===== src/rtl/core/trb_pkg.sv =====
`default_nettype none
// ----------------------------------------------------------------------------
// trb_pkg
// Shared types, constants and tables for the range and bearing block.
// ----------------------------------------------------------------------------
package trb_pkg;

	localparam int COORD_W           = 20;
	localparam int DIFF_W            = 21;
	localparam int DIST_W            = 21;
	localparam int BEAR_W            = 15;
	localparam int GUARD_BITS        = 8;
	localparam int ANG_FRAC          = 16;
	localparam int XW                = 32;
	localparam int ZW                = 32;
	localparam int GAIN_W            = 30;
	localparam int GAIN_FRAC         = 30;
	localparam int TABLE_LEN         = 24;
	localparam int CORDIC_STAGES_DEF = 16;
	localparam int COORD_FRAC_BITS   = 8;

	localparam logic signed [ZW-1:0] DEG90  = 32'sd377487360;
	localparam logic signed [ZW-1:0] DEG360 = 32'sd1509949440;
	localparam logic [DIST_W-1:0]    DIST_MAX     = 21'd1482910;
	localparam int                   BEARING_FULL = 23040;

	typedef struct packed {
		logic signed [XW-1:0] x;
		logic signed [XW-1:0] y;
		logic signed [ZW-1:0] z;
		logic                 zero;
	} cordic_t;

	// atan(2^-idx) in 1/(64*2^16) degree units
	function automatic logic signed [ZW-1:0] atan_val(input int idx);
		logic signed [ZW-1:0] v;
		unique case (idx)
			0:  v = 32'sd188743680;
			1:  v = 32'sd111421900;
			2:  v = 32'sd58872272;
			3:  v = 32'sd29884485;
			4:  v = 32'sd15000234;
			5:  v = 32'sd7507429;
			6:  v = 32'sd3754631;
			7:  v = 32'sd1877430;
			8:  v = 32'sd938729;
			9:  v = 32'sd469366;
			10: v = 32'sd234683;
			11: v = 32'sd117342;
			12: v = 32'sd58671;
			13: v = 32'sd29335;
			14: v = 32'sd14668;
			15: v = 32'sd7334;
			16: v = 32'sd3667;
			17: v = 32'sd1833;
			18: v = 32'sd917;
			19: v = 32'sd458;
			20: v = 32'sd229;
			21: v = 32'sd115;
			22: v = 32'sd57;
			23: v = 32'sd29;
			default: v = '0;
		endcase
		return v;
	endfunction

	// inverse cordic gain in Q30 for a given stage count
	function automatic logic [GAIN_W-1:0] gain_q30(input int stages);
		int gi;
		logic [GAIN_W-1:0] g;
		gi = stages - 8;
		if (gi < 0) gi = 0;
		if (gi > 16) gi = 16;
		unique case (gi)
			0: g = 30'd652039507;
			1: g = 30'd652034532;
			2: g = 30'd652033289;
			3: g = 30'd652032978;
			4: g = 30'd652032900;
			5: g = 30'd652032881;
			6: g = 30'd652032876;
			default: g = 30'd652032874;
		endcase
		return g;
	endfunction

endpackage
`default_nettype wire


===== src/rtl/core/trb_prerot.sv =====
`default_nettype none
// ----------------------------------------------------------------------------
// trb_prerot
// Offset forming and quadrant pre-rotation ahead of the cordic chain.
// ----------------------------------------------------------------------------
module trb_prerot import trb_pkg::*; (
	input  wire logic                      clk,
	input  wire logic                      arst_n,
	input  wire logic                      in_valid,
	output logic                           in_ready,
	input  wire logic signed [COORD_W-1:0] robot_x,
	input  wire logic signed [COORD_W-1:0] robot_y,
	input  wire logic signed [COORD_W-1:0] target_x,
	input  wire logic signed [COORD_W-1:0] target_y,
	output logic                           out_valid,
	input  wire logic                      out_ready,
	output cordic_t                        out_data
);

	logic                     valid_s1;
	cordic_t                  data_s1;
	cordic_t                  nxt;
	logic signed [DIFF_W-1:0] dx;
	logic signed [DIFF_W-1:0] dy;
	logic signed [XW-1:0]     xg;
	logic signed [XW-1:0]     yg;

	assign in_ready  = !valid_s1 || out_ready;
	assign out_valid = valid_s1;
	assign out_data  = data_s1;

	always_comb begin
		dx = DIFF_W'(target_x) - DIFF_W'(robot_x);
		dy = DIFF_W'(target_y) - DIFF_W'(robot_y);
		xg = XW'(dy) <<< GUARD_BITS;
		yg = XW'(dx) <<< GUARD_BITS;
		nxt.zero = (dx == '0) && (dy == '0);
		// left half plane: turn by 90 degrees so the pass converges
		if (xg < 0) begin
			if (yg >= 0) begin
				nxt.x = yg;
				nxt.y = -xg;
				nxt.z = DEG90;
			end else begin
				nxt.x = -yg;
				nxt.y = xg;
				nxt.z = -DEG90;
			end
		end else begin
			nxt.x = xg;
			nxt.y = yg;
			nxt.z = '0;
		end
	end

	always_ff @(posedge clk or negedge arst_n) begin
		if (!arst_n) begin
			valid_s1 <= 1'b0;
		end else if (in_ready) begin
			valid_s1 <= in_valid;
		end
	end

	always_ff @(posedge clk) begin
		if (in_ready && in_valid) begin
			data_s1 <= nxt;
		end
	end

endmodule
`default_nettype wire


===== config.mk =====
export PLATFORM = sky130hd
export DESIGN_NAME = trb_prerot
export DESIGN_NICKNAME = d
export VERILOG_FILES = /design/src/rtl/core/trb_pkg.sv /design/src/rtl/core/trb_prerot.sv
export SDC_FILE = /design/constraint.sdc
export NUM_CORES = 1
export LEC_CHECK = 0
export ABC_AREA = 1
export BUFFER_PORTS_ARGS = -buffer_cell sky130_fd_sc_hd__buf_2
export CORE_ASPECT_RATIO = 0.9
export CORE_MARGIN = 3
export CORE_UTILIZATION = 50
export DETAILED_ROUTE_END_ITERATION = 6
export PLACE_DENSITY = 0.83
export SYNTH_ARGS = -nofsm -noshare
export SYNTH_HDL_FRONTEND = slang
export SYNTH_SLANG_ARGS = --single-unit
export TNS_END_PERCENT = 10

===== constraint.sdc =====
create_clock -name clk -period 4 [get_ports clk]
set_input_delay 0.4 -clock clk [delete_from_list [all_inputs] [get_ports clk]]
set_output_delay 0.4 -clock clk [all_outputs]
set_load 0.01 [all_outputs]

# Word-level counts from Yosys, hierarchy flattened
# Cells that the tools add are included.
# totals
regBits,98
out_inout_bits,99
input_bits,84
word_cells,24
# op_classes
reduce_logical,8
n_lt_le_gt_ge,2
n_bitwise,1
muxes,2
n_addsub,4
# op_table
op,count
$mux W96,2
$neg A29 Y32,2
$logic_not A21 Y1,2
$sub A20 B20 Y21,2
$ge A29 B1 Y1 const B,1
$lt A29 B1 Y1 const B,1
$logic_and A1 B1 Y1,2
$reduce_and A2 Y1,1
$reduce_or A2 Y1,1
$logic_not A1 Y1,1
$logic_or A1 B1 Y1,1
$not A1 Y1,1

# Longest topological paths before layout
# depth
ltp_word,4
ltp_mapped,20

# Least setup slack after synthesis
# Ideal clock, no wire load.
# synth_timing
path_kind,flip-flop to flip-flop
startpoint,"register valid_s1, in the netlist out_valid"
endpoint,register data_s1 (netlist bit out_data[0]) (enable)
arrival_ns,2.994
path_slack_ns,0.527
required_ns,3.521
stages_incl_launch_ff,2
cell_sequence,dfrtp_1 > a21oi_1
# synth_via
elab_chain_len,3
# synth_rtl
element,line_no,text
from (decl),trb_prerot.sv:20,logic valid_s1;
from (signal assigned),trb_prerot.sv:60,valid_s1 <= in_valid;
$logic_not A1 Y1,trb_prerot.sv:28,assign in_ready = !valid_s1 || out_ready;
$logic_or A1 B1 Y1,trb_prerot.sv:28,
$logic_and A1 B1 Y1,trb_prerot.sv:65,if (in_ready && in_valid) begin
to (signal assigned),trb_prerot.sv:66,data_s1 <= nxt;
to (decl),trb_prerot.sv:21,cordic_t data_s1;
# Every way passes these cells.
# A chain may end at the register's enable or synchronous reset.

==> results.toml <==
[clocking]
clockBufferDepth = 2
cts_setup_buffers = 0
ctsResizeCount = 0
cts.sinks = 53
cts_tree = "done"
ctsHoldBuffers = 1
cts_buffers = 5
worstSkewPairLatency_ns = 0.29
cts_root_buffer = "clkbuf_16"
path_clk_slew_ns = 0.06
htreeDepth = 2

[cells_and_area]
syn2layout_area_growth_pct = 12.6
final_common_cell = "nand2_1"
diodes = 0
drive_above_1_share_pct = 16.1
nets = 1307
stdcell_area_sq_um = 7270
final_cell_mix = "nand2_1 (373), inv_1 (174), buf_2 (143)"
fillers = 1244

[yosys]
ys_types = 39
syn_avg_cell_area_sq_um = 6.19
ys_ff_latch = 53
synth_largest_area_cell = "edfxtp_1"
synth_area_sq_um = 6460
yosys.area.top_type_share_pct = 24.2
yosysWarnings = 0
synthCells = 1044
synth_area_leaders = "edfxtp_1 (24%), nand2_1 (22%), inv_1 (10%), ha_1 (8.1%), nand3_1 (7.7%)"
ys.flop_type = "edfxtp_1"
synth_edf_count = 52
async_flop_share_pct = 1.89
synth-seq-area-share_pct = 24.6

[detailed_routing]
ant_nets = 0
num_vias = 6703
first_pass_iters = 7
wl_per_cell_microns = 12.4
drtIter0Drc = 534
vias_per_cell = 5.00
wl_microns = 16600
drc = 5

[worst_setup_path]
critical_path_arrival_ns = 3.00
crit_required_ns = 4.04
worstSetupPathType = "in2reg"
end_kind = "flop"
start_kind = "input pin"
path_max_fanout = 51

[global_routing]
grt_max_degree = 52
antenna_found_initial = 0
overflow = 0
grt_use_total_pct = 22.3
grt_pass1_vias = 5925
grt_pass1_wl_microns = 26700

[place]
hpwl_microns = 13500
pre_cts_ws_ns = 0.779
gp_congestion = 0.910
placed_area_sq_um = 7120
port_buffers = 143

[floorplanning]
die-area_sq_um = 14300
core_area_sq_um = 12300
ios = 183
die_h_microns = 114
rows = 38
die_x_microns = 126
initial_core_util_pct = 52.4

[timing]
rsz0062_at_grt = "no"
period_minus_slack_ns = 2.97
min_period_over_period_pct = 74.2
finalSetupTns_ns = 0
skew_ns = 0.00385
worstMarginPinSlew_ns = 0.971
setup_viol = 0
max_freq_ghz = 0.337
worst_slack_ns = 1.03
maxSlewHeadroom_pct = 35.1
maxSlewViolCount = 0
hold_slack_ns = 0.345
hold_viol = 0

[run_status]
status = "complete, but fails checks"
violations = "design-rule violations"

[pwr]
power_density_nw_per_um2 = 317
p_leak_nw = 4.19
ir_drop_v = 0.000226

[min_path]
hold_class = "in2reg"

[run]
drv_cap = 0
-- metrics by stage --
stage	power, mW	utilization (%)	cells
global placement	1.85	57.8	1331
detailed placement	1.87	57.8	1331
finish	2.31	59.0	1340
CTS	2.30	59.0	1340
global route	2.49	59.0	1340
floorplan	1.62	-	1085
-- critical path, cell delays in order --
cell and delay, ns:
buf_2 0.10, ha_1 0.23, fa_1 0.42, inv_1 0.15, nand2_1 0.07, nand2_1 0.08, nand3_1 0.10, nand2_1 0.14
nand2_1 0.08, nand2_1 0.09, nand3_1 0.09, nand2_1 0.08, nand2_1 0.06, nand2_2 0.07, buf_4 0.41, nand3_1 0.18
o21ai_0 0.23
-- layout make-up --
| cell class | count | area, sq um | area share [%] |
|---|---|---|---|
| Clock buffer | 6 | 129 | 1.77 |
| Clock inverter | 2 | 10.0 | 0.138 |
| Inverter | 181 | 679 | 9.35 |
| Multi-Input combinational cell | 792 | 3920 | 54.0 |
| Sequential cell | 53 | 1590 | 21.8 |
| Tap cell | 160 | 200 | 2.75 |
| Timing Repair Buffer | 146 | 741 | 10.2 |
-- sequential cells by signal, summed over array words and instances, names as in the netlist --
| signal | flops |
|---|---|
| out_data | 52 |
| out_valid | 1 |
-- cells by family (layout without fill, tap and decap cells) --
kind of cell	count (synthesis)	after routing	synth area share (%)
AND/OR/NAND/NOR	607	607	39.8
buffers and inverters	240	335	17.2
AO/OA/AOI/OAI	77	77	6.59
flip-flops	53	53	24.6
adder cells (fa/ha/maj)	44	44	8.76
XOR/XNOR	22	22	2.98
other	1	42	0.0581
-- power by group --
part	switching [mW]	leakage, nW	internal, mW	total (mW)
combinational	0.754	3.60	0.383	1.14
sequential	0.0269	0.511	0.723	0.750
clock	0.190	0.0706	0.230	0.420
total	0.970	4.19	1.34	2.31
-- cell usage after synthesis (3+ instances only) --
library cell,count
nand2_1,373
inv_1,174
nand3_1,100
nor2_1,77
edfxtp_1,52
buf_4,48
ha_1,42
a21oi_1,27
o21ai_1,26
xor2_1,18
nand4_1,17
nand2_2,14
o21ai_0,9
buf_2,8
inv_2,7
nor3_1,7
nor2_2,6
xnor2_1,4
buf_6,3
nand3_2,3
o21bai_1,3
-- per-layer routing --
metal,wire (microns),vias up,part of all wire [%],GRT usage [%]
li1,-,3475,-,-
met1,7410,2950,45,30.7
met2,7510,265,45,37.1
met3,1520,13,9.2,5.10
met4,129,0,0.78,2.72
met5,0,-,0,0
-- path summary, 6_finish.rpt --
kind | startpoint | endpoint | slack (ns) | cells past startpoint
min in group asynchronous | arst_n | out_valid$_DFFE_PN0N_ | 0.41 | 2
max in group asynchronous | arst_n | out_valid$_DFFE_PN0N_ | 3.50 | 2
hold reg to reg | out_valid$_DFFE_PN0N_ | out_valid$_DFFE_PN0N_ | 0.60 | 2
hold / removal | in_valid | out_valid$_DFFE_PN0N_ | 0.34 | 3
setup reg to reg | out_valid$_DFFE_PN0N_ | out_data[74]$_DFFE_PP_ | 2.01 | 2
setup / recovery | robot_y[0] | out_data[53]$_DFFE_PP_ | 1.03 | 17
Power figures use the tool's default switching activity.
