[src/rtl/core/trb_pkg.sv]
`default_nettype none
// ----------------------------------------------------------------------------
// trb_pkg
// Shared types, constants and tables for the range and bearing block.
// ----------------------------------------------------------------------------
package trb_pkg;

	localparam int COORD_W           = 20;
	localparam int DIFF_W            = 21;
	localparam int DIST_W            = 21;
	localparam int BEAR_W            = 15;
	localparam int GUARD_BITS        = 8;
	localparam int ANG_FRAC          = 16;
	localparam int XW                = 32;
	localparam int ZW                = 32;
	localparam int GAIN_W            = 30;
	localparam int GAIN_FRAC         = 30;
	localparam int TABLE_LEN         = 24;
	localparam int CORDIC_STAGES_DEF = 16;
	localparam int COORD_FRAC_BITS   = 8;

	localparam logic signed [ZW-1:0] DEG90  = 32'sd377487360;
	localparam logic signed [ZW-1:0] DEG360 = 32'sd1509949440;
	localparam logic [DIST_W-1:0]    DIST_MAX     = 21'd1482910;
	localparam int                   BEARING_FULL = 23040;

	typedef struct packed {
		logic signed [XW-1:0] x;
		logic signed [XW-1:0] y;
		logic signed [ZW-1:0] z;
		logic                 zero;
	} cordic_t;

	// atan(2^-idx) in 1/(64*2^16) degree units
	function automatic logic signed [ZW-1:0] atan_val(input int idx);
		logic signed [ZW-1:0] v;
		unique case (idx)
			0:  v = 32'sd188743680;
			1:  v = 32'sd111421900;
			2:  v = 32'sd58872272;
			3:  v = 32'sd29884485;
			4:  v = 32'sd15000234;
			5:  v = 32'sd7507429;
			6:  v = 32'sd3754631;
			7:  v = 32'sd1877430;
			8:  v = 32'sd938729;
			9:  v = 32'sd469366;
			10: v = 32'sd234683;
			11: v = 32'sd117342;
			12: v = 32'sd58671;
			13: v = 32'sd29335;
			14: v = 32'sd14668;
			15: v = 32'sd7334;
			16: v = 32'sd3667;
			17: v = 32'sd1833;
			18: v = 32'sd917;
			19: v = 32'sd458;
			20: v = 32'sd229;
			21: v = 32'sd115;
			22: v = 32'sd57;
			23: v = 32'sd29;
			default: v = '0;
		endcase
		return v;
	endfunction

	// inverse cordic gain in Q30 for a given stage count
	function automatic logic [GAIN_W-1:0] gain_q30(input int stages);
		int gi;
		logic [GAIN_W-1:0] g;
		gi = stages - 8;
		if (gi < 0) gi = 0;
		if (gi > 16) gi = 16;
		unique case (gi)
			0: g = 30'd652039507;
			1: g = 30'd652034532;
			2: g = 30'd652033289;
			3: g = 30'd652032978;
			4: g = 30'd652032900;
			5: g = 30'd652032881;
			6: g = 30'd652032876;
			default: g = 30'd652032874;
		endcase
		return g;
	endfunction

endpackage
`default_nettype wire

[src/rtl/core/trb_post.sv]
`default_nettype none
// ----------------------------------------------------------------------------
// trb_post
// Gain correction of the length and rounding of the angle to the bearing.
// ----------------------------------------------------------------------------
module trb_post import trb_pkg::*; #(
	parameter int CORDIC_STAGES = CORDIC_STAGES_DEF
) (
	input  wire logic         clk,
	input  wire logic         arst_n,
	input  wire logic         in_valid,
	output logic              in_ready,
	input  wire cordic_t      in_data,
	output logic              out_valid,
	input  wire logic         out_ready,
	output logic [DIST_W-1:0] distance,
	output logic [BEAR_W-1:0] bearing
);

	localparam logic [GAIN_W-1:0] GAIN    = gain_q30(CORDIC_STAGES);
	localparam int                MAG_W   = XW - 1;
	localparam int                PROD_W  = MAG_W + GAIN_W;
	localparam int                D_SHIFT = GAIN_FRAC + GUARD_BITS;
	localparam int                DR_W    = PROD_W - D_SHIFT;
	localparam logic [PROD_W-1:0] D_RND   = PROD_W'(64'd1 << (D_SHIFT - 1));
	localparam int                ZP_W    = ZW + 1;
	localparam logic signed [ZP_W-1:0] B_RND = ZP_W'(64'd1 << (ANG_FRAC - 1));
	localparam int                BR_W    = ZP_W - ANG_FRAC;
	localparam logic [BR_W-1:0]   B_FULL  = BR_W'(BEARING_FULL);

	logic                 valid_s1;
	logic                 valid_s2;
	logic                 ready_s2;
	logic [PROD_W-1:0]    prod_s1;
	logic signed [ZW-1:0] z_s1;
	logic                 zero_s1;
	logic [DIST_W-1:0]    dist_s2;
	logic [BEAR_W-1:0]    bear_s2;

	logic [MAG_W-1:0]       mag;
	logic [PROD_W-1:0]      dsum;
	logic [DR_W-1:0]        dround;
	logic [DIST_W-1:0]      dist_nxt;
	logic signed [ZP_W-1:0] zp;
	logic signed [ZP_W-1:0] zr;
	logic [BR_W-1:0]        bw;
	logic [BEAR_W-1:0]      bear_nxt;

	assign ready_s2  = !valid_s2 || out_ready;
	assign in_ready  = !valid_s1 || ready_s2;
	assign out_valid = valid_s2;
	assign distance  = dist_s2;
	assign bearing   = bear_s2;

	// negative length clamps to zero
	assign mag = in_data.x[XW-1] ? '0 : in_data.x[MAG_W-1:0];

	always_comb begin
		dsum   = prod_s1 + D_RND;
		dround = dsum[PROD_W-1:D_SHIFT];
		if (dround > DR_W'(DIST_MAX)) begin
			dist_nxt = DIST_MAX;
		end else begin
			dist_nxt = dround[DIST_W-1:0];
		end

		zp = ZP_W'(z_s1);
		if (zp < 0) begin
			zp = zp + ZP_W'(DEG360);
		end
		zr = zp + B_RND;
		bw = zr[ZP_W-1:ANG_FRAC];
		if (zp < 0) begin
			bw = '0;
		end
		// full turn wraps to zero
		if (bw >= B_FULL) begin
			bw = bw - B_FULL;
		end
		if (bw >= B_FULL) begin
			bw = '0;
		end
		bear_nxt = bw[BEAR_W-1:0];

		if (zero_s1) begin
			dist_nxt = '0;
			bear_nxt = '0;
		end
	end

	always_ff @(posedge clk or negedge arst_n) begin
		if (!arst_n) begin
			valid_s1 <= 1'b0;
			valid_s2 <= 1'b0;
		end else begin
			if (in_ready) begin
				valid_s1 <= in_valid;
			end
			if (ready_s2) begin
				valid_s2 <= valid_s1;
			end
		end
	end

	always_ff @(posedge clk) begin
		if (in_ready && in_valid) begin
			prod_s1 <= PROD_W'(mag) * PROD_W'(GAIN);
			z_s1    <= in_data.z;
			zero_s1 <= in_data.zero;
		end
		if (ready_s2 && valid_s1) begin
			dist_s2 <= dist_nxt;
			bear_s2 <= bear_nxt;
		end
	end

endmodule
`default_nettype wire

[config.mk]
export PLATFORM = sky130hd
export DESIGN_NAME = trb_post
export DESIGN_NICKNAME = d
export VERILOG_FILES = /design/src/rtl/core/trb_pkg.sv /design/src/rtl/core/trb_post.sv
export SDC_FILE = /design/constraint.sdc
export NUM_CORES = 1
export LEC_CHECK = 0
export BUFFER_PORTS_ARGS = -buffer_cell sky130_fd_sc_hd__buf_4
export CAP_MARGIN = 25
export CORE_ASPECT_RATIO = 1.2
export CORE_MARGIN = 3
export CORE_UTILIZATION = 45
export CTS_CLUSTER_DIAMETER = 200
export DETAILED_ROUTE_END_ITERATION = 8
export MAX_ROUTING_LAYER = met4
export SKIP_CTS_REPAIR_TIMING = 1
export SLEW_MARGIN = 20
export SYNTH_ARGS = -nofsm -noshare
export SYNTH_HDL_FRONTEND = slang
export SYNTH_SLANG_ARGS = --single-unit
[constraint.sdc]
create_clock -name clk -period 10.71 [get_ports clk]
set_input_delay 2.142 -clock clk [delete_from_list [all_inputs] [get_ports clk]]
set_output_delay 2.142 -clock clk [all_outputs]
set_load 0.01 [all_outputs]
Word-level counts from Yosys, hierarchy flattened
Cells that the tools add are included.

Magnitude comparators: 5. Add/sub/neg operators: 4. Reduce and logical (&&, ||, !) cells: 8. Multiply operators: 1. Multiplexer cells: 5.

Operators with widths (number): $add A61 B38 Y61 const B (1); $mul A31 B29 Y60 const B (1); $ge A17 B15 Y1 const B (2); $mux W17 (2); $add A32 B32 Y33 const B (1); $add A33 B17 Y33 const B (1); $lt A33 B1 Y1 const B (1); $mux W33 (1); $lt A32 B1 Y1 const B (1); $mux W31 (1); $gt A23 B21 Y1 const B (1); $mux W21 (1); $sub A17 B15 Y17 const B (1); $reduce_or A2 Y1 (2); $logic_and A1 B1 Y1 (2); $logic_not A1 Y1 (2); $logic_or A1 B1 Y1 (2).

Input bits: 101. Output and inout bits: 38. Bits in registers: 131. Logic and storage cells: 31.

Logic depth before layout (Yosys ltp)
Gate-level depths: netlist (run 1).

Depth after elaboration: 8. Depth in mapped cells: 28. Depth with buffers taken out: 26.

Worst setup path before layout (run 1)
Ideal clock, no wire load.

Path type: input port to flip-flop. Start point: in in_data[96] (netlist bit). End point: reg prod_s1[60], data pin. Path slack: 1.044 ns. Stages: 26. Setup time: 0.260 ns. Data required time: 10.450 ns. Arrival: 9.406 ns. Path buffers: 2. Path through: clkbuf_1 > clkbuf_1 > nand2b_1 > inv_1 > ha_1 > inv_1 > fa_1 > fa_1 > fa_1 > inv_1 > fa_1 > fa_1 > fa_1 > inv_1 > fa_1 > inv_1 > ha_1 > a21o_1 > a21oi_1 > o211ai_1 > a41o_1 > or3_1 > o211a_1 > a2111oi_1 > o21ba_1 > xnor2_1.

Longest elaborated chain between the ends: 2.

RTL lines: start: declaration (line trb_post.sv:13) `input wire cordic_t in_data,`; $mux W31 (line trb_post.sv:56) `assign mag = in_data.x[XW-1] ? '0 : in_data.x[MAG_W-1:0];`; $mul A31 B29 Y60 (line trb_post.sv:107) `prod_s1 <= PROD_W'(mag) * PROD_W'(GAIN);`; end signal: assignment (line trb_post.sv:107); end: declaration (line trb_post.sv:34) `logic [PROD_W-1:0] prod_s1;`.

Every way passes these cells. A chain may end at the register's enable or synchronous reset.

Final worst setup path (run 1)
Ends and elaborated chain as after synthesis.

==> results of run 1 <==
-- cell families (layout without fill, tap and decap cells) --
logic type                 after synthesis  count (layout)  synth area share [%]
buffers and inverters                  650             770                  11.4
adders and majority gates              772             772                  59.4
DFF                                     80              80                  11.0
AOI/OAI and AO/OA                      208             208                  6.70
xor gates and xnor gates                74              74                  3.02
muxes                                    9               9                 0.467
and+or+nand+nor                        324             324                  7.98
-- sequential cells by signal, summed over array words and instances, names as in the netlist --
signal     count
z_s1          17
distance      21
zero_s1        1
valid_s1       1
prod_s1       24
bearing       15
out_valid      1
-- path summary, 6_finish.rpt --
check / from / end / slack [ns] / cells past startpoint
setup / recovery: in_data[96] / prod_s1[60] / 0.58 / 25
hold / removal: valid_s1 / out_valid / 0.50 / 1
setup reg to reg: z_s1[18] / bearing[6] / 6.15 / 13
hold reg to reg: valid_s1 / out_valid / 0.50 / 1
max in group asynchronous: arst_n / valid_s1 / 9.05 / 1
min in group asynchronous: arst_n / out_valid / 1.58 / 1
-- cell type report --
class	count	area share (%)
multi-input cells	1387	71.3
flip-flops and latches	80	10.1
inverters	619	9.83
repair buffers	135	4.28
well taps	623	3.30
clock buffers	14	1.16
clock inverters	2	0.0582
-- metrics by stage --
step / area [um2] / hold WS (ns) / setup WS, ns / utilization, %
after floorplan: 21700 / 0.449 / 1.04 / -
after global placement: 23300 / 0.461 / 0.410 / 49.3
after detailed placement: 23300 / 0.475 / 0.314 / 49.3
after CTS: 23600 / 0.493 / 0.660 / 49.9
after global routing: 23600 / 0.519 / 0.152 / 49.9
final: 23600 / 0.499 / 0.584 / 49.9
-- cells in the final DEF, fill, tap and decap left out, types with 6 or more instances in the layout --
cell type and n:
a211oi_1 9, xnor2_1 54, ha_1 341, a21oi_1 54, nand4_1 22, nor4_1 6
and2_1 20, nand3_1 25, clkbuf_16 9, and3_1 16, a31oi_1 10, fa_1 431
o211ai_1 10, o21a_1 8, xor2_1 19, a2111oi_0 6, o21ai_0 29, mux2i_1 6
nor2_1 66, nor3_1 28, a21o_1 29, inv_1 619, or3_1 14, edfxtp_1 78
buf_4 134, nor2b_1 19, and4_1 7, nand2b_1 30, nand2_1 54
-- per-layer routing --
metal / share of wire (%) / up-vias / global-route usage [%]
met5: 0 / - / -
met4: 3.7 / 0 / 7.19
met3: 4.1 / 82 / 3.01
met2: 51 / 318 / 39.6
met1: 41 / 7460 / 28.8
li1: - / 6902 / -
==> results.json, run 1 <==
{
  "dp.cells": 2843,
  "multiInputGateArea_mm2": 0.0168,
  "fin_tns_setup_ns": 0,
  "critical_path.n_buffers_inverters": 6,
  "gr-total-overflow": 0,
  "core_area_mm2": 0.0474,
  "diodes": 0,
  "synth_ff_type": "edfxtp_1",
  "h-tree-depth": 3,
  "nets": 3105,
  "start_util_pct": 45.8,
  "num_rows": 87,
  "regArea_mm2": 0.00239,
  "synth_area_leaders": "fa_1, ha_1, edfxtp_1",
  "place.gp.congestion": 0.974,
  "finalNonFillerCells": 2860,
  "cpMaxStageDelayCell": "nor2b_1",
  "grt_first_pass_wirelength_um": 87700,
  "root_buffer": "clkbuf_16",
  "synth_edf_count": 78,
  "netlist_area_mm2": 0.0217,
  "wirelength_um": 54500,
  "grt_max_degree": 43,
  "skew_ns": 0.00785,
  "hold_path_class": "register to register",
  "slew_headroom_pct": 33.5,
  "cpPeakStageDelay_ns": 0.60,
  "synth_cell_types": 77,
  "yosysTopAreaCell": "fa_1",
  "vias_per_cell": 5.16,
  "dr_total_vias": 14762,
  "path_class": "input port to register",
  "drc": 0,
  "synth_top_area_share_pct": 39.8,
  "status": "finished clean",
  "synth-async-reset-ratio_pct": 2.50,
  "cts.sinks": 80,
  "period_needed_ns": 10.13,
  "yosysMostFrequentCell": "inv_1",
  "worstSetupEndpointType": "register",
  "cpLargestDelayFamily": "adder cells",
  "worstPathRequired_ns": 10.79,
  "finalMaxSlewViolations": 0,
  "arrival_ns": 10.20,
  "period_share_pct": 94.5,
  "hold_viol": 0,
  "wl_per_cell_um": 19.1,
  "clk_pin_slew_ns": 0.06,
  "numCtsBuffers": 9,
  "fillers": 4334,
  "critical_path.max_fanout": 39,
  "die-height_um": 247,
  "io_buffers": 91,
  "first_pass_iters": 5,
  "worstSetupStartpointType": "input port",
  "area_growth_syn_to_layout_pct": 8.93,
  "syn_nets": 2990,
  "die_w_um": 206,
  "syn_inst": 2117,
  "ys_seq_area_share_pct": 11.0,
  "finalSetupViolations": 0,
  "synth_warnings": 0,
  "antenna_found_initial": 0,
  "antenna_left": 0,
  "rsz0062_at_grt": "no",
  "cpMostUsedCell": "fa_1",
  "grt_usage_pct": 23.2,
  "fmax_mhz": 98.8,
  "dpl.hpwl_um": 49500,
  "synth.cells.most_frequent": "inv_1, fa_1, ha_1",
  "maxCapViolCount": 0,
  "die_area_mm2": 0.0509,
  "cts_tree": "yes",
  "num_io_pins": 139,
  "tightest_slew_ns": 0.995,
  "clock_latency_ns": 0.34,
  "detail_route.iter0.violations": 678,
  "synth_seq_cells": 80,
  "drive_gt1_share_pct": 7.60,
  "grt_pass1_vias": 16131,
  "cts_buffer_depth": 2,
  "avgSynthCellArea_um2": 10.2
}
Power of run 1 is not shown: default switching activity piles up to over one toggle a cycle in this logic, so the estimate is an artifact.
==> run 2: changes to the inputs <==
--- a/config.mk
+++ b/config.mk
@@ -10,8 +10,10 @@
 export CORE_ASPECT_RATIO = 1.2
 export CORE_MARGIN = 3
 export CORE_UTILIZATION = 45
+export CTS_BUF_LIST = sky130_fd_sc_hd__clkbuf_16
 export CTS_CLUSTER_DIAMETER = 200
 export DETAILED_ROUTE_END_ITERATION = 8
+export GPL_TIMING_DRIVEN = 1
 export MAX_ROUTING_LAYER = met4
 export SKIP_CTS_REPAIR_TIMING = 1
 export SLEW_MARGIN = 20
==> results.json, run 2 (same netlist as run 1, synthesis figures left out) <==
{
  "r2r-start": "z_s1[18]",
  "finalSetupViolations": 0,
  "numCtsBuffers": 9,
  "worstSetupStartpointType": "input port",
  "hold_path_class": "register to register",
  "wl_met2_um": 27600,
  "place_area_mm2": 0.0233,
  "critPathCapture": "prod_s1[60]",
  "diodes": 0,
  "drc": 0,
  "cts_tree": "yes",
  "finalMaxSlewViolations": 0,
  "top_register": "prod_s1",
  "dr_total_vias": 14766,
  "tightest_slew_ns": 0.996,
  "start_util_pct": 45.8,
  "r2r-end": "bearing[6]",
  "grt_max_degree": 43,
  "clock_latency_ns": 0.34,
  "grt_pass1_vias": 16114,
  "core_area_mm2": 0.0474,
  "cts_buffer_depth": 2,
  "maxCapViolCount": 0,
  "startpoint": "in_data[96]",
  "die_area_mm2": 0.0509,
  "rsz0062_at_grt": "no",
  "cts.sinks": 80,
  "routed.top_layer": "met4",
  "wirelength_um": 54400,
  "grt_first_pass_wirelength_um": 87600,
  "nets": 3105,
  "slew_headroom_pct": 33.5,
  "num_rows": 87,
  "period_needed_ns": 10.15,
  "vias_per_cell": 5.16,
  "fin_tns_setup_ns": 0,
  "skew_ns": 0.0103,
  "worstSetupEndpointType": "register",
  "drive_gt1_share_pct": 7.47,
  "fmax_mhz": 98.5,
  "largest_reg_flops": 24,
  "num_io_pins": 139,
  "layout_common_cells": "inv_1, fa_1, ha_1",
  "gr-total-overflow": 0,
  "grt_usage_pct": 23.2,
  "antenna_left": 0,
  "reg2reg_depth": 13,
  "h-tree-depth": 3,
  "root_buffer": "clkbuf_16",
  "holdCritStartpoint": "valid_s1",
  "wl_met3_um": 2230,
  "critical_path.max_fanout": 39,
  "first_pass_iters": 5,
  "met1Wirelength_um": 22500,
  "area_growth_syn_to_layout_pct": 8.79,
  "io_buffers": 91,
  "wl_per_cell_um": 19.0,
  "status": "finished clean",
  "path_class": "input port to register",
  "final_area_mm2": 0.0236,
  "place.gp.congestion": 0.974,
  "arrival_ns": 10.23,
  "antenna_found_initial": 0,
  "clk_pin_slew_ns": 0.06,
  "die_w_um": 206,
  "worstPathRequired_ns": 10.79,
  "layout_commonest_cell": "inv_1",
  "die-height_um": 247,
  "dpl.hpwl_um": 49500,
  "r2r_setup_slack_ns": 6.16,
  "detail_route.iter0.violations": 699,
  "period_share_pct": 94.8,
  "hold_viol": 0
}
[run 2: cell count changes in the layout (fill, tap and decap cells not counted)]
| cell | change |
|---|---|
| inv_1 | +2 |
| clkinv_1 | +3 |
| clkbuf_1 | -2 |
| clkbuf_8 | -3 |
[run 2: how the worst min path moves through the flow]
stage          cells past startpoint  slack (ns)         to
2_1_floorplan                      1        0.45  out_valid
3_3_place_gp                       1        0.46  out_valid
3_5_place_dp                       1        0.47  out_valid
4_1_cts                            1        0.49  out_valid
5_1_grt                            1        0.52  out_valid
6_report                           1        0.49  out_valid
[run 2: worst max-delay path: stages]
cell	delay, ns
buf_4	0.25
buf_4	0.20
nor2b_1	0.62
ha_1	0.40
inv_1	0.13
fa_1	0.46
fa_1	0.56
fa_1	0.53
inv_1	0.06
fa_1	0.56
fa_1	0.43
fa_1	0.49
inv_1	0.05
fa_1	0.49
inv_1	0.04
ha_1	0.30
a21o_1	0.18
a21oi_1	0.26
o211ai_1	0.14
a41o_1	0.34
or3_1	0.50
o211a_1	0.27
a2111oi_1	0.53
o21ba_1	0.20
xnor2_1	0.08
[run 2: cell type report]
class	instances	area, um2
tap	623	779
timing repair buffer	135	1010
clock buffer	9	225
sequential	80	2390
inverter	619	2320
multi-input combinational	1387	16800
clock inverter	7	32.5
fill	4336	23700
[run 2: layer usage]
| metal | vias to the layer above | GRT usage [%] |
|---|---|---|
| met5 | - | - |
| met3 | 81 | 3.01 |
| met2 | 293 | 39.6 |
| met4 | 0 | 7.19 |
| li1 | 6904 | - |
| met1 | 7488 | 28.7 |
[run 2: through the flow]
stage / util [%] / hold WS, ns / instances / worst slack, ns
6_report: 49.8 / 0.493 / 2860 / 0.557
5_1_grt: 49.8 / 0.519 / 2860 / 0.152
4_1_cts: 49.8 / 0.493 / 2859 / 0.659
3_5_place_dp: 49.3 / 0.475 / 2843 / 0.314
3_3_place_gp: 49.3 / 0.461 / 2843 / 0.410
2_1_floorplan: - / 0.449 / 2117 / 1.04
Power of run 2 is left out for the same reason.
