## src/rtl/core/trb_pkg.sv

```systemverilog
`default_nettype none
// ----------------------------------------------------------------------------
// trb_pkg
// Shared types, constants and tables for the range and bearing block.
// ----------------------------------------------------------------------------
package trb_pkg;

	localparam int COORD_W           = 20;
	localparam int DIFF_W            = 21;
	localparam int DIST_W            = 21;
	localparam int BEAR_W            = 15;
	localparam int GUARD_BITS        = 8;
	localparam int ANG_FRAC          = 16;
	localparam int XW                = 32;
	localparam int ZW                = 32;
	localparam int GAIN_W            = 30;
	localparam int GAIN_FRAC         = 30;
	localparam int TABLE_LEN         = 24;
	localparam int CORDIC_STAGES_DEF = 16;
	localparam int COORD_FRAC_BITS   = 8;

	localparam logic signed [ZW-1:0] DEG90  = 32'sd377487360;
	localparam logic signed [ZW-1:0] DEG360 = 32'sd1509949440;
	localparam logic [DIST_W-1:0]    DIST_MAX     = 21'd1482910;
	localparam int                   BEARING_FULL = 23040;

	typedef struct packed {
		logic signed [XW-1:0] x;
		logic signed [XW-1:0] y;
		logic signed [ZW-1:0] z;
		logic                 zero;
	} cordic_t;

	// atan(2^-idx) in 1/(64*2^16) degree units
	function automatic logic signed [ZW-1:0] atan_val(input int idx);
		logic signed [ZW-1:0] v;
		unique case (idx)
			0:  v = 32'sd188743680;
			1:  v = 32'sd111421900;
			2:  v = 32'sd58872272;
			3:  v = 32'sd29884485;
			4:  v = 32'sd15000234;
			5:  v = 32'sd7507429;
			6:  v = 32'sd3754631;
			7:  v = 32'sd1877430;
			8:  v = 32'sd938729;
			9:  v = 32'sd469366;
			10: v = 32'sd234683;
			11: v = 32'sd117342;
			12: v = 32'sd58671;
			13: v = 32'sd29335;
			14: v = 32'sd14668;
			15: v = 32'sd7334;
			16: v = 32'sd3667;
			17: v = 32'sd1833;
			18: v = 32'sd917;
			19: v = 32'sd458;
			20: v = 32'sd229;
			21: v = 32'sd115;
			22: v = 32'sd57;
			23: v = 32'sd29;
			default: v = '0;
		endcase
		return v;
	endfunction

	// inverse cordic gain in Q30 for a given stage count
	function automatic logic [GAIN_W-1:0] gain_q30(input int stages);
		int gi;
		logic [GAIN_W-1:0] g;
		gi = stages - 8;
		if (gi < 0) gi = 0;
		if (gi > 16) gi = 16;
		unique case (gi)
			0: g = 30'd652039507;
			1: g = 30'd652034532;
			2: g = 30'd652033289;
			3: g = 30'd652032978;
			4: g = 30'd652032900;
			5: g = 30'd652032881;
			6: g = 30'd652032876;
			default: g = 30'd652032874;
		endcase
		return g;
	endfunction

endpackage
`default_nettype wire

```

## src/rtl/core/trb_cell.sv

```systemverilog
`default_nettype none
// ----------------------------------------------------------------------------
// trb_cell
// One cordic vectoring micro-rotation with its own pipeline register.
// ----------------------------------------------------------------------------
module trb_cell import trb_pkg::*; #(
	parameter int IDX = 0
) (
	input  wire logic    clk,
	input  wire logic    arst_n,
	input  wire logic    in_valid,
	output logic         in_ready,
	input  wire cordic_t in_data,
	output logic         out_valid,
	input  wire logic    out_ready,
	output cordic_t      out_data
);

	localparam logic signed [ZW-1:0] ATAN = atan_val(IDX);

	logic                 valid_q;
	cordic_t              data_q;
	cordic_t              nxt;
	logic signed [XW-1:0] xs;
	logic signed [XW-1:0] ys;

	assign in_ready  = !valid_q || out_ready;
	assign out_valid = valid_q;
	assign out_data  = data_q;

	always_comb begin
		xs = in_data.x >>> IDX;
		ys = in_data.y >>> IDX;
		nxt.zero = in_data.zero;
		if (in_data.y >= 0) begin
			nxt.x = in_data.x + ys;
			nxt.y = in_data.y - xs;
			nxt.z = in_data.z + ATAN;
		end else begin
			nxt.x = in_data.x - ys;
			nxt.y = in_data.y + xs;
			nxt.z = in_data.z - ATAN;
		end
	end

	always_ff @(posedge clk or negedge arst_n) begin
		if (!arst_n) begin
			valid_q <= 1'b0;
		end else if (in_ready) begin
			valid_q <= in_valid;
		end
	end

	always_ff @(posedge clk) begin
		if (in_ready && in_valid) begin
			data_q <= nxt;
		end
	end

endmodule
`default_nettype wire

```

## config.mk

```make
export PLATFORM = sky130hd
export DESIGN_NAME = trb_cell
export DESIGN_NICKNAME = d
export VERILOG_FILES = /design/src/rtl/core/trb_pkg.sv /design/src/rtl/core/trb_cell.sv
export SDC_FILE = /design/constraint.sdc
export NUM_CORES = 1
export LEC_CHECK = 0
export ABC_AREA = 0
export BUFFER_PORTS_ARGS = -buffer_cell sky130_fd_sc_hd__buf_2
export CAP_MARGIN = 20
export CELL_PAD_IN_SITES_DETAIL_PLACEMENT = 0
export CELL_PAD_IN_SITES_GLOBAL_PLACEMENT = 2
export CORE_ASPECT_RATIO = 0.9
export CORE_MARGIN = 2
export CORE_UTILIZATION = 36
export CTS_BUF_LIST = sky130_fd_sc_hd__clkbuf_16
export CTS_CLUSTER_DIAMETER = 60
export DETAILED_ROUTE_END_ITERATION = 6
export MAX_ROUTING_LAYER = met4
export PLACE_DENSITY_LB_ADDON = 0.1
export SLEW_MARGIN = 10
export SYNTH_ARGS = -nofsm -noshare
export SYNTH_HDL_FRONTEND = slang
export SYNTH_SLANG_ARGS = --single-unit
```

## constraint.sdc

```tcl
create_clock -name clk -period 6.68 [get_ports clk]
set_clock_uncertainty 0.15 [all_clocks]
set_input_delay 1.336 -clock clk [delete_from_list [all_inputs] [get_ports clk]]
set_output_delay 1.336 -clock clk [all_outputs]
set_load 0.05 [all_outputs]
```

# After elaboration in Yosys (flattened, before gate mapping)
# Index checks and enable logic that the tools add are counted.
# Widths: inputs -> output; s select.
op_classes:
  n_eq_ne: 0
  bitwise_logic: 0
  shifts: 0
  muxes: 1
  magnitude_cmp: 1
  n_div: 0
  n_mul: 0
  n_reduce_logical: 3
  add_sub_neg: 5
ops:
  columns: ["op", "count"]
  rows:
  - ["$mux 96", 1]
  - ["$sub 32x32->32", 2]
  - ["$add 32x29->32 const B", 1]
  - ["$add 32x32->32", 1]
  - ["$ge 32x1->1 const B", 1]
  - ["$sub 32x29->32 const B", 1]
  - ["$logic_and 1x1->1", 1]
  - ["$logic_not 1->1", 1]
  - ["$logic_or 1x1->1", 1]
totals:
  memories: 0
  in_bits: 101
  ramBits: 0
  regBits: 98
  elab_cells: 15
  latch_bits: 0
  romBits: 0
  out_inout_bits: 99

# Logic depth before layout (Yosys ltp)
# Gate-level depths: netlist of the first run.
depth:
  depth_word: 3
  ltp_mapped: 12

# Worst setup path before layout of the first run
# Ideal clock, no wire load.
synth_timing:
  path_kind: "in2reg"
  start: "in out_ready"
  end: "reg data_q, in the netlist out_data[0] (enable)"
  path_slack_ns: 1.963
  path_buffers: 0
  arrival_time_ns: 4.101
  t_required_ns: 6.065
  path_stages: 2
  path_cell_list: "nand2b_1 > and2_1"
synth_via:
  elab_chain_len: 2
synth_rtl:
  columns: ["element", "line", "source"]
  rows:
  - ["start, declared", "trb_cell.sv:15", "input wire logic out_ready,"]
  - ["$logic_or 1x1->1", "trb_cell.sv:27", "assign in_ready = !valid_q || out_ready;"]
  - ["$logic_and 1x1->1", "trb_cell.sv:55", "if (in_ready && in_valid) begin"]
  - ["end signal, assigned", "trb_cell.sv:56", "data_q <= nxt;"]
  - ["end, declared", "trb_cell.sv:22", "cordic_t data_q;"]
# No other way between the ends.
# A chain may end at the register's enable or synchronous reset.

==> run metrics, run 1 <==
initial antenna violation count 0; setup bufs post-CTS 0; Worst Path Arrival 4.51 ns; CTS max path bufs 2; clk sink count 97; Hold WC Path Type reg -> reg; Initial Utilization 36.4%; most frequent cells in the layout 199 x buf_2, 108 x a21oi_1, 104 x inv_1; final hold vios 0; Lkg Pwr 4.52 nW; Port-buffer cells 199; Critical Path Max Stage Delay 0.56 ns; delay-heaviest family, CP simple AND/OR/NAND/NOR gates; Max Slew Vio Count 0; Setup crit start in_data[37]; Data required, critical path 6.65 ns; most used cell along the critical path or4_1; Final period util 67.9%; Syn Nets 1201; RSZ-0062 raised after global routing false; Post-CTS Hold Buffers 0; CTS clock-pin slew for the worst setup and hold paths 0.09 ns; worst hold slack 0.381 ns; max_slew headroom 37.6%; CP Class in -> reg; Seq cells post-synth 97; Cells after Synth 1000; Reg2Reg Depth 3; Tot GR Track Use 22.6%; status completed; CP cell instances buf_2 > inv_1 > ha_1 > or4_1 > a2111o_1 > a311oi_2 > nor3_1 > o21a_1 > or4_1 > nand4_1 > xnor2_1; # IOs 200; mapped cell area 0.00878 sq mm; Synth Area per Inst 8.78 sq um; chip height 152 microns; crit end category register; top_reg_cell synth edfxtp_1; total wire length 28400 microns; RR Startpoint out_valid$_DFFE_PN0N_; power density over the cells 217 mW/mm^2; Final Wtd Congestion 0.871; Root Buffer clkbuf_16; worst setup path endpoint out_data[58]$_DFFE_PP_; Die ar. 0.0257 sq mm; worst-margin pin slew 0.929 ns; total grt overflow 0; synth warn 0; die width 169 microns; First-pass DRT Iterations 5; Seq/Total Area, Yosys 33.1%; post-cts repair resize count 0; worst r2r dst out_data[48]$_DFFE_PP_; most common cell after layout, fill and taps aside buf_2; WL/cell 19.2 microns; slowest CP cell or4_1; Max VDD drop 0.000102 V; vias in the first global route 7701; fraction of layout cells with a size suffix above 1 19.5%; fin crit period 4.54 ns; share of synthesized registers carrying an async set or reset 1.03%; Bufs and invs on worst path 2; DRC Markers 0; vias per std cell 5.51; pin count of the biggest net entering global routing 69; Post-synth EDFFs 96; ANT nets after route 0; total CTS buffers 9; final setup violation count 0; Worst path depth 11; setup TNS 0 ns; reg2reg setup slack 4.37 ns; crit-path max FO 14; Cell variety after synth 66; critical path startpoint category input pin; core area 0.0241 sq mm; diodes inserted 0; 1st-iter DRT viols 576; first-pass GRT wire length 44100 microns; total power 2.24 mW; max-cap viol count 0; Final #Nets 1369; CTS tree done; P&R area growth vs syn 17.5%; Worst-Skew Late Latency 0.37 ns; Final HPWL DP 21700 microns; Site Rows 54; H-tree depth 3; FMAX 0.220 GHz; via count 8166
-- worst min-delay path: stages, from the launching register on --
cell and delay (ns):
dfrtp_1 0.35, nand2b_1 0.08, nand2b_1 0.07
-- final cells by class --
cell class / count / area [sq um]
Timing Repair Buffer: 202 / 1020
Fill cell: 2550 / 13800
Clock buffer: 9 / 225
Inverter: 105 / 394
Multi-Input combinational cell: 753 / 5310
Clock inverter: 7 / 81.3
Tap cell: 308 / 385
Sequential cell: 97 / 2910
-- power breakdown --
part | total, mW | leakage [nW] | switching [mW] | internal, mW
clock | 0.559 | 0.150 | 0.291 | 0.268
sequential | 0.775 | 0.925 | 0.0147 | 0.760
combinational | 0.908 | 3.45 | 0.632 | 0.276
-- cells by family (layout without fill, tap and decap cells) --
family / Yosys count / after routing / share of synthesized area, %
xor gates and xnor gates: 69 / 69 / 6.88
muxes: 11 / 11 / 1.25
and+or+nand+nor: 238 / 238 / 13.3
AOI/OAI and AO/OA: 334 / 334 / 24.4
buffers and inverters: 150 / 323 / 6.47
adders and majority gates: 101 / 101 / 14.6
DFF: 97 / 97 / 33.1
-- per-layer routing --
metal | routed length (microns) | vias to the layer above | track usage [%]
met5 | 0 | - | -
li1 | - | 3957 | -
met2 | 12300 | 296 | 33.1
met4 | 498 | 0 | 6.24
met1 | 14200 | 3882 | 32.7
met3 | 1450 | 31 | 3.01
-- worst min-delay path by stage --
stage                                     start               endpoint  slack [ns]  cells past startpoint
after floorplan                          arst_n  out_valid$_DFFE_PN0N_        0.89                      0
after detailed placement  out_valid$_DFFE_PN0N_  out_valid$_DFFE_PN0N_        0.36                      2
after global routing      out_valid$_DFFE_PN0N_  out_valid$_DFFE_PN0N_        0.44                      2
final                     out_valid$_DFFE_PN0N_  out_valid$_DFFE_PN0N_        0.38                      2
after CTS                 out_valid$_DFFE_PN0N_  out_valid$_DFFE_PN0N_        0.39                      2
after global placement    out_valid$_DFFE_PN0N_  out_valid$_DFFE_PN0N_        0.36                      2
-- synth_stat cells (3+ instances only) --
cell | count | area [sq um]
or3_1 | 10 | 62.6
and3_1 | 4 | 25.0
o311ai_0 | 5 | 43.8
xnor2_1 | 54 | 473
edfxtp_1 | 96 | 2880
nor2_1 | 81 | 304
a21oi_1 | 108 | 541
o31a_1 | 6 | 52.6
o21ba_2 | 3 | 30.0
o22ai_1 | 7 | 43.8
clkbuf_1 | 37 | 139
o21ai_0 | 64 | 320
xor2_1 | 15 | 131
a22oi_1 | 4 | 30.0
or4_1 | 6 | 45.0
and2_1 | 8 | 50.1
nand2b_1 | 13 | 81.3
buf_1 | 6 | 22.5
nor3_1 | 24 | 120
a21o_1 | 20 | 150
o211ai_1 | 11 | 82.6
nor4_1 | 6 | 37.5
nand2_1 | 41 | 154
fa_1 | 3 | 60.1
o21bai_1 | 12 | 90.1
a21boi_0 | 6 | 45.0
o21a_1 | 7 | 52.6
o2111ai_1 | 5 | 43.8
a211o_1 | 4 | 35.0
o31ai_1 | 15 | 113
a221oi_1 | 8 | 70.1
a31oi_1 | 13 | 81.3
nand3_1 | 17 | 85.1
ha_1 | 97 | 1210
nand4_1 | 6 | 37.5
mux2i_1 | 11 | 110
nor2b_1 | 10 | 62.6
o211a_1 | 5 | 50.1
nand3b_1 | 3 | 22.5
inv_1 | 104 | 390
a211oi_1 | 14 | 105
-- per-stage QoR --
step	instance area (sq um)	setup WS, ns	utilization [%]	instances
global placement	10000	1.78	41.5	1465
finish	10300	2.14	42.8	1481
CTS	10300	2.15	42.8	1481
detailed placement	10000	1.76	41.5	1465
global route	10300	1.90	42.8	1481
floorplan	8780	1.96	-	1000
-- state kept, by name, summed over array words and instances (netlist names) --
name       cells
out_data      96
out_valid      1
No activity file was read; power rests on OpenSTA's default activity.
==> run 2: changes to the inputs <==
--- a/config.mk
+++ b/config.mk
@@ -5,14 +5,14 @@
 export SDC_FILE = /design/constraint.sdc
 export NUM_CORES = 1
 export LEC_CHECK = 0
-export ABC_AREA = 0
+export ABC_AREA = 1
 export BUFFER_PORTS_ARGS = -buffer_cell sky130_fd_sc_hd__buf_2
 export CAP_MARGIN = 20
 export CELL_PAD_IN_SITES_DETAIL_PLACEMENT = 0
 export CELL_PAD_IN_SITES_GLOBAL_PLACEMENT = 2
 export CORE_ASPECT_RATIO = 0.9
 export CORE_MARGIN = 2
-export CORE_UTILIZATION = 36
+export CORE_UTILIZATION = 28
 export CTS_BUF_LIST = sky130_fd_sc_hd__clkbuf_16
 export CTS_CLUSTER_DIAMETER = 60
 export DETAILED_ROUTE_END_ITERATION = 6
==> constraint.sdc (replaced) <==
create_clock -name clk -period 3.7 [get_ports clk]
set_clock_uncertainty 0.15 [all_clocks]
set_input_delay 0.74 -clock clk [delete_from_list [all_inputs] [get_ports clk]]
set_output_delay 0.74 -clock clk [all_outputs]
set_load 0.05 [all_outputs]
==> run 2 against run 1 <==
Register-to-register slack worse by 2.3 ns; combinational power is 110% higher; critical path depth is 2 higher; count of clock-buffer cells in the layout stayed put; critical path type unchanged.
==> run metrics, run 2 <==
status completed; total CTS buffers 9 (unchanged); vias in the first global route 10600 (+38%); fraction of layout cells with a size suffix above 1 15.4% (-4.1 points); max_slew headroom 51.8% (+14 points); Cell variety after synth 40 (-39%); H-tree depth 3 (unchanged); crit-path max FO 10 (-4); setup bufs post-CTS 0 (unchanged); WL/cell 16.9 microns (-12%); Site Rows 68 (+26%); Worst Path Arrival 2.85 ns (-1.66 ns); Syn Nets 1934 (+61%); critical path startpoint category input pin; Internal 2.33 mW (+79%); via count 10900 (+33%); Clock power frac 23.8% (-1.1 points); grt met3 use 2.21% (-0.80 points); met2 usage 32.1% (-0.99 points); core area 0.0386 sq mm (+60%); Synth area leaders edfxtp_1 26%, nand2_1 21%, inv_1 12%, ha_1 11%, nand3_1 7.5%; # IOs 200 (unchanged); fin crit period 2.85 ns; max reg flops 96 (unchanged); Final Wtd Congestion 0.866 (-0.60%); total wire length 41100 microns (+45%); vias per std cell 4.47 (-19%); synth warn 0 (unchanged); mapped cell area 0.0110 sq mm (+26%); ANT nets after route 0 (unchanged); reg2reg setup slack 2.05 ns (-2.32 ns); Max VDD drop 0.000194 V (+91%); Combinational Power Share 44.2% (+3.7 points); Cells after Synth 1733 (+73%); CTS max path bufs 2 (unchanged); power density over the cells 337 mW/mm^2 (+55%); Worst-Skew Late Latency 0.37 ns (about the same); diodes inserted 0 (unchanged); layer carrying the most global-route usage met2; most common cell after layout, fill and taps aside nand2_1; Max Slew Vio Count 0 (unchanged); final setup violation count 0 (unchanged); setup TNS 0 ns (unchanged); Seq cells post-synth 97 (unchanged); Final HPWL DP 34500 microns (+59%); routing usage on met1 30.0% (-2.8 points); die width 213 microns (+26%); chip height 192 microns (+26%); pin count of the biggest net entering global routing 97 (+41%); clk sink count 97 (unchanged); Seq/Total Area, Yosys 26.4% (-6.8 points); Hold WC Path Type in -> reg; RSZ-0062 raised after global routing false; crit end category register; CP Class in -> reg; Initial Utilization 28.6% (-7.8 points); NetSw 1.95 mW (+110%); Synth Area per Inst 6.36 sq um (-28%); first-pass GRT wire length 62000 microns (+40%); most frequent cells in the layout 630 x nand2_1, 347 x inv_1, 199 x buf_2; First-pass DRT Iterations 5 (unchanged); Net Sw Frac 45.5% (+3.7 points); Yosys top cell area share 26.1% (-6.7 points); CTS tree done; fin cells 2433 (+64%); CTS clock-pin slew for the worst setup and hold paths 0.10 ns (about the same); Die ar. 0.0410 sq mm (+60%); P&R area growth vs syn 15.4%; area leader, netlist edfxtp_1; Final #Nets 2104 (+54%); Root Buffer clkbuf_16; DRC Markers 0 (unchanged); top-count cell post-synth nand2_1; Data required, critical path 3.71 ns (-2.94 ns); initial antenna violation count 0 (unchanged); Final period util 76.9%; share of synthesized registers carrying an async set or reset 1.03% (unchanged); worst-margin pin slew 0.715 ns (-0.214 ns); 1st-iter DRT viols 627 (+8.9%); Lkg Pwr 7.09 nW (+57%); max-cap viol count 0 (unchanged); Tot GR Track Use 20.9% (-1.7 points); final hold vios 0 (unchanged); FMAX 0.351 GHz; Post-synth EDFFs 96 (unchanged); Port-buffer cells 199 (unchanged); sequential share of power 32.0% (-2.6 points); Post-synth top cells 630 x nand2_1, 347 x inv_1, 165 x nand3_1; total grt overflow 0 (unchanged); top_reg_cell synth edfxtp_1; placed cells 2416 (+65%)
## run 2: timing repair
action | in CTS | in global routing
hold buffers | 1 | 0
resized for setup | 0 | 0
hold endpoints to repair | 1 | 0
## run 2: logic make-up (layout without fill, tap and decap cells)
group                    count (synthesis)  in the layout  share of synthesized area (%)
buffers and inverters                  405            580                           15.2
flip-flops                              97             97                           26.4
AND/OR/NAND/NOR                        960            960                           37.4
XOR/XNOR                                28             28                           2.22
AO/OA/AOI/OAI                          143            143                           7.21
adder cells (fa/ha/maj)                100            100                           11.5
## run 2: path summary, 6_finish.rpt
| check | from | endpoint | cells after the start |
|---|---|---|---|
| worst min-delay path | in_data[20] | out_data[20]$_DFFE_PP_ | 1 |
| worst max-delay path | in_data[43] | out_data[63]$_DFFE_PP_ | 13 |
| min in group asynchronous | arst_n | out_valid$_DFFE_PN0N_ | 2 |
| worst max register to register | out_valid$_DFFE_PN0N_ | out_data[39]$_DFFE_PP_ | 2 |
| max in group asynchronous | arst_n | out_valid$_DFFE_PN0N_ | 2 |
| worst min register to register | out_valid$_DFFE_PN0N_ | out_valid$_DFFE_PN0N_ | 2 |
## run 2: power groups by stage
stage	Clock, mW	Sequential (mW)	Combinational (mW)
2_1_floorplan	0	1.73	1.02
3_3_place_gp	0	1.40	1.90
3_5_place_dp	0	1.40	1.90
4_1_cts	1.07	1.37	1.91
5_1_grt	1.10	1.38	2.11
6_report	1.02	1.37	1.89
## run 2: worst max-delay path, cell delays in order
cell	delay, ns
buf_2	0.12
inv_1	0.05
ha_1	0.60
nand2_2	0.18
nor2_2	0.25
and3_1	0.22
nand2_1	0.09
nand2_1	0.20
nand2_1	0.12
nand2_1	0.09
nand2_1	0.05
nand3_1	0.08
nand2_1	0.07
## run 2: metal layers
metal  vias up  part of all wire (%)  wire (microns)
met3        19                   3.9            1590
met2       222                    43           17600
met1      4946                    52           21500
met5         -                     0               0
li1       5700                     -               -
met4         0                  0.90             368
## run 2: final cells by class
class                   instances  area, sq um
clock buffers                   9          225
clock inverters                 7         81.3
fillers                      4375        25900
inverters                     359         1350
multi-input cells            1231         6450
flip-flops and latches         97         2910
well taps                     525          657
repair buffers                205         1060
## run 2: metrics by stage
| step | setup slack (ns) | cell area [sq um] | hold slack [ns] | power, mW | util, % |
|---|---|---|---|---|---|
| after global placement | 0.432 | 12400 | 0.367 | 3.30 | 32.1 |
| after floorplan | 0.697 | 11000 | 0.294 | 2.75 | - |
| after CTS | 0.853 | 12700 | 0.361 | 4.36 | 32.9 |
| after detailed placement | 0.425 | 12400 | 0.367 | 3.30 | 32.1 |
| final | 0.853 | 12700 | 0.387 | 4.28 | 32.9 |
| after global routing | 0.647 | 12700 | 0.363 | 4.58 | 32.9 |
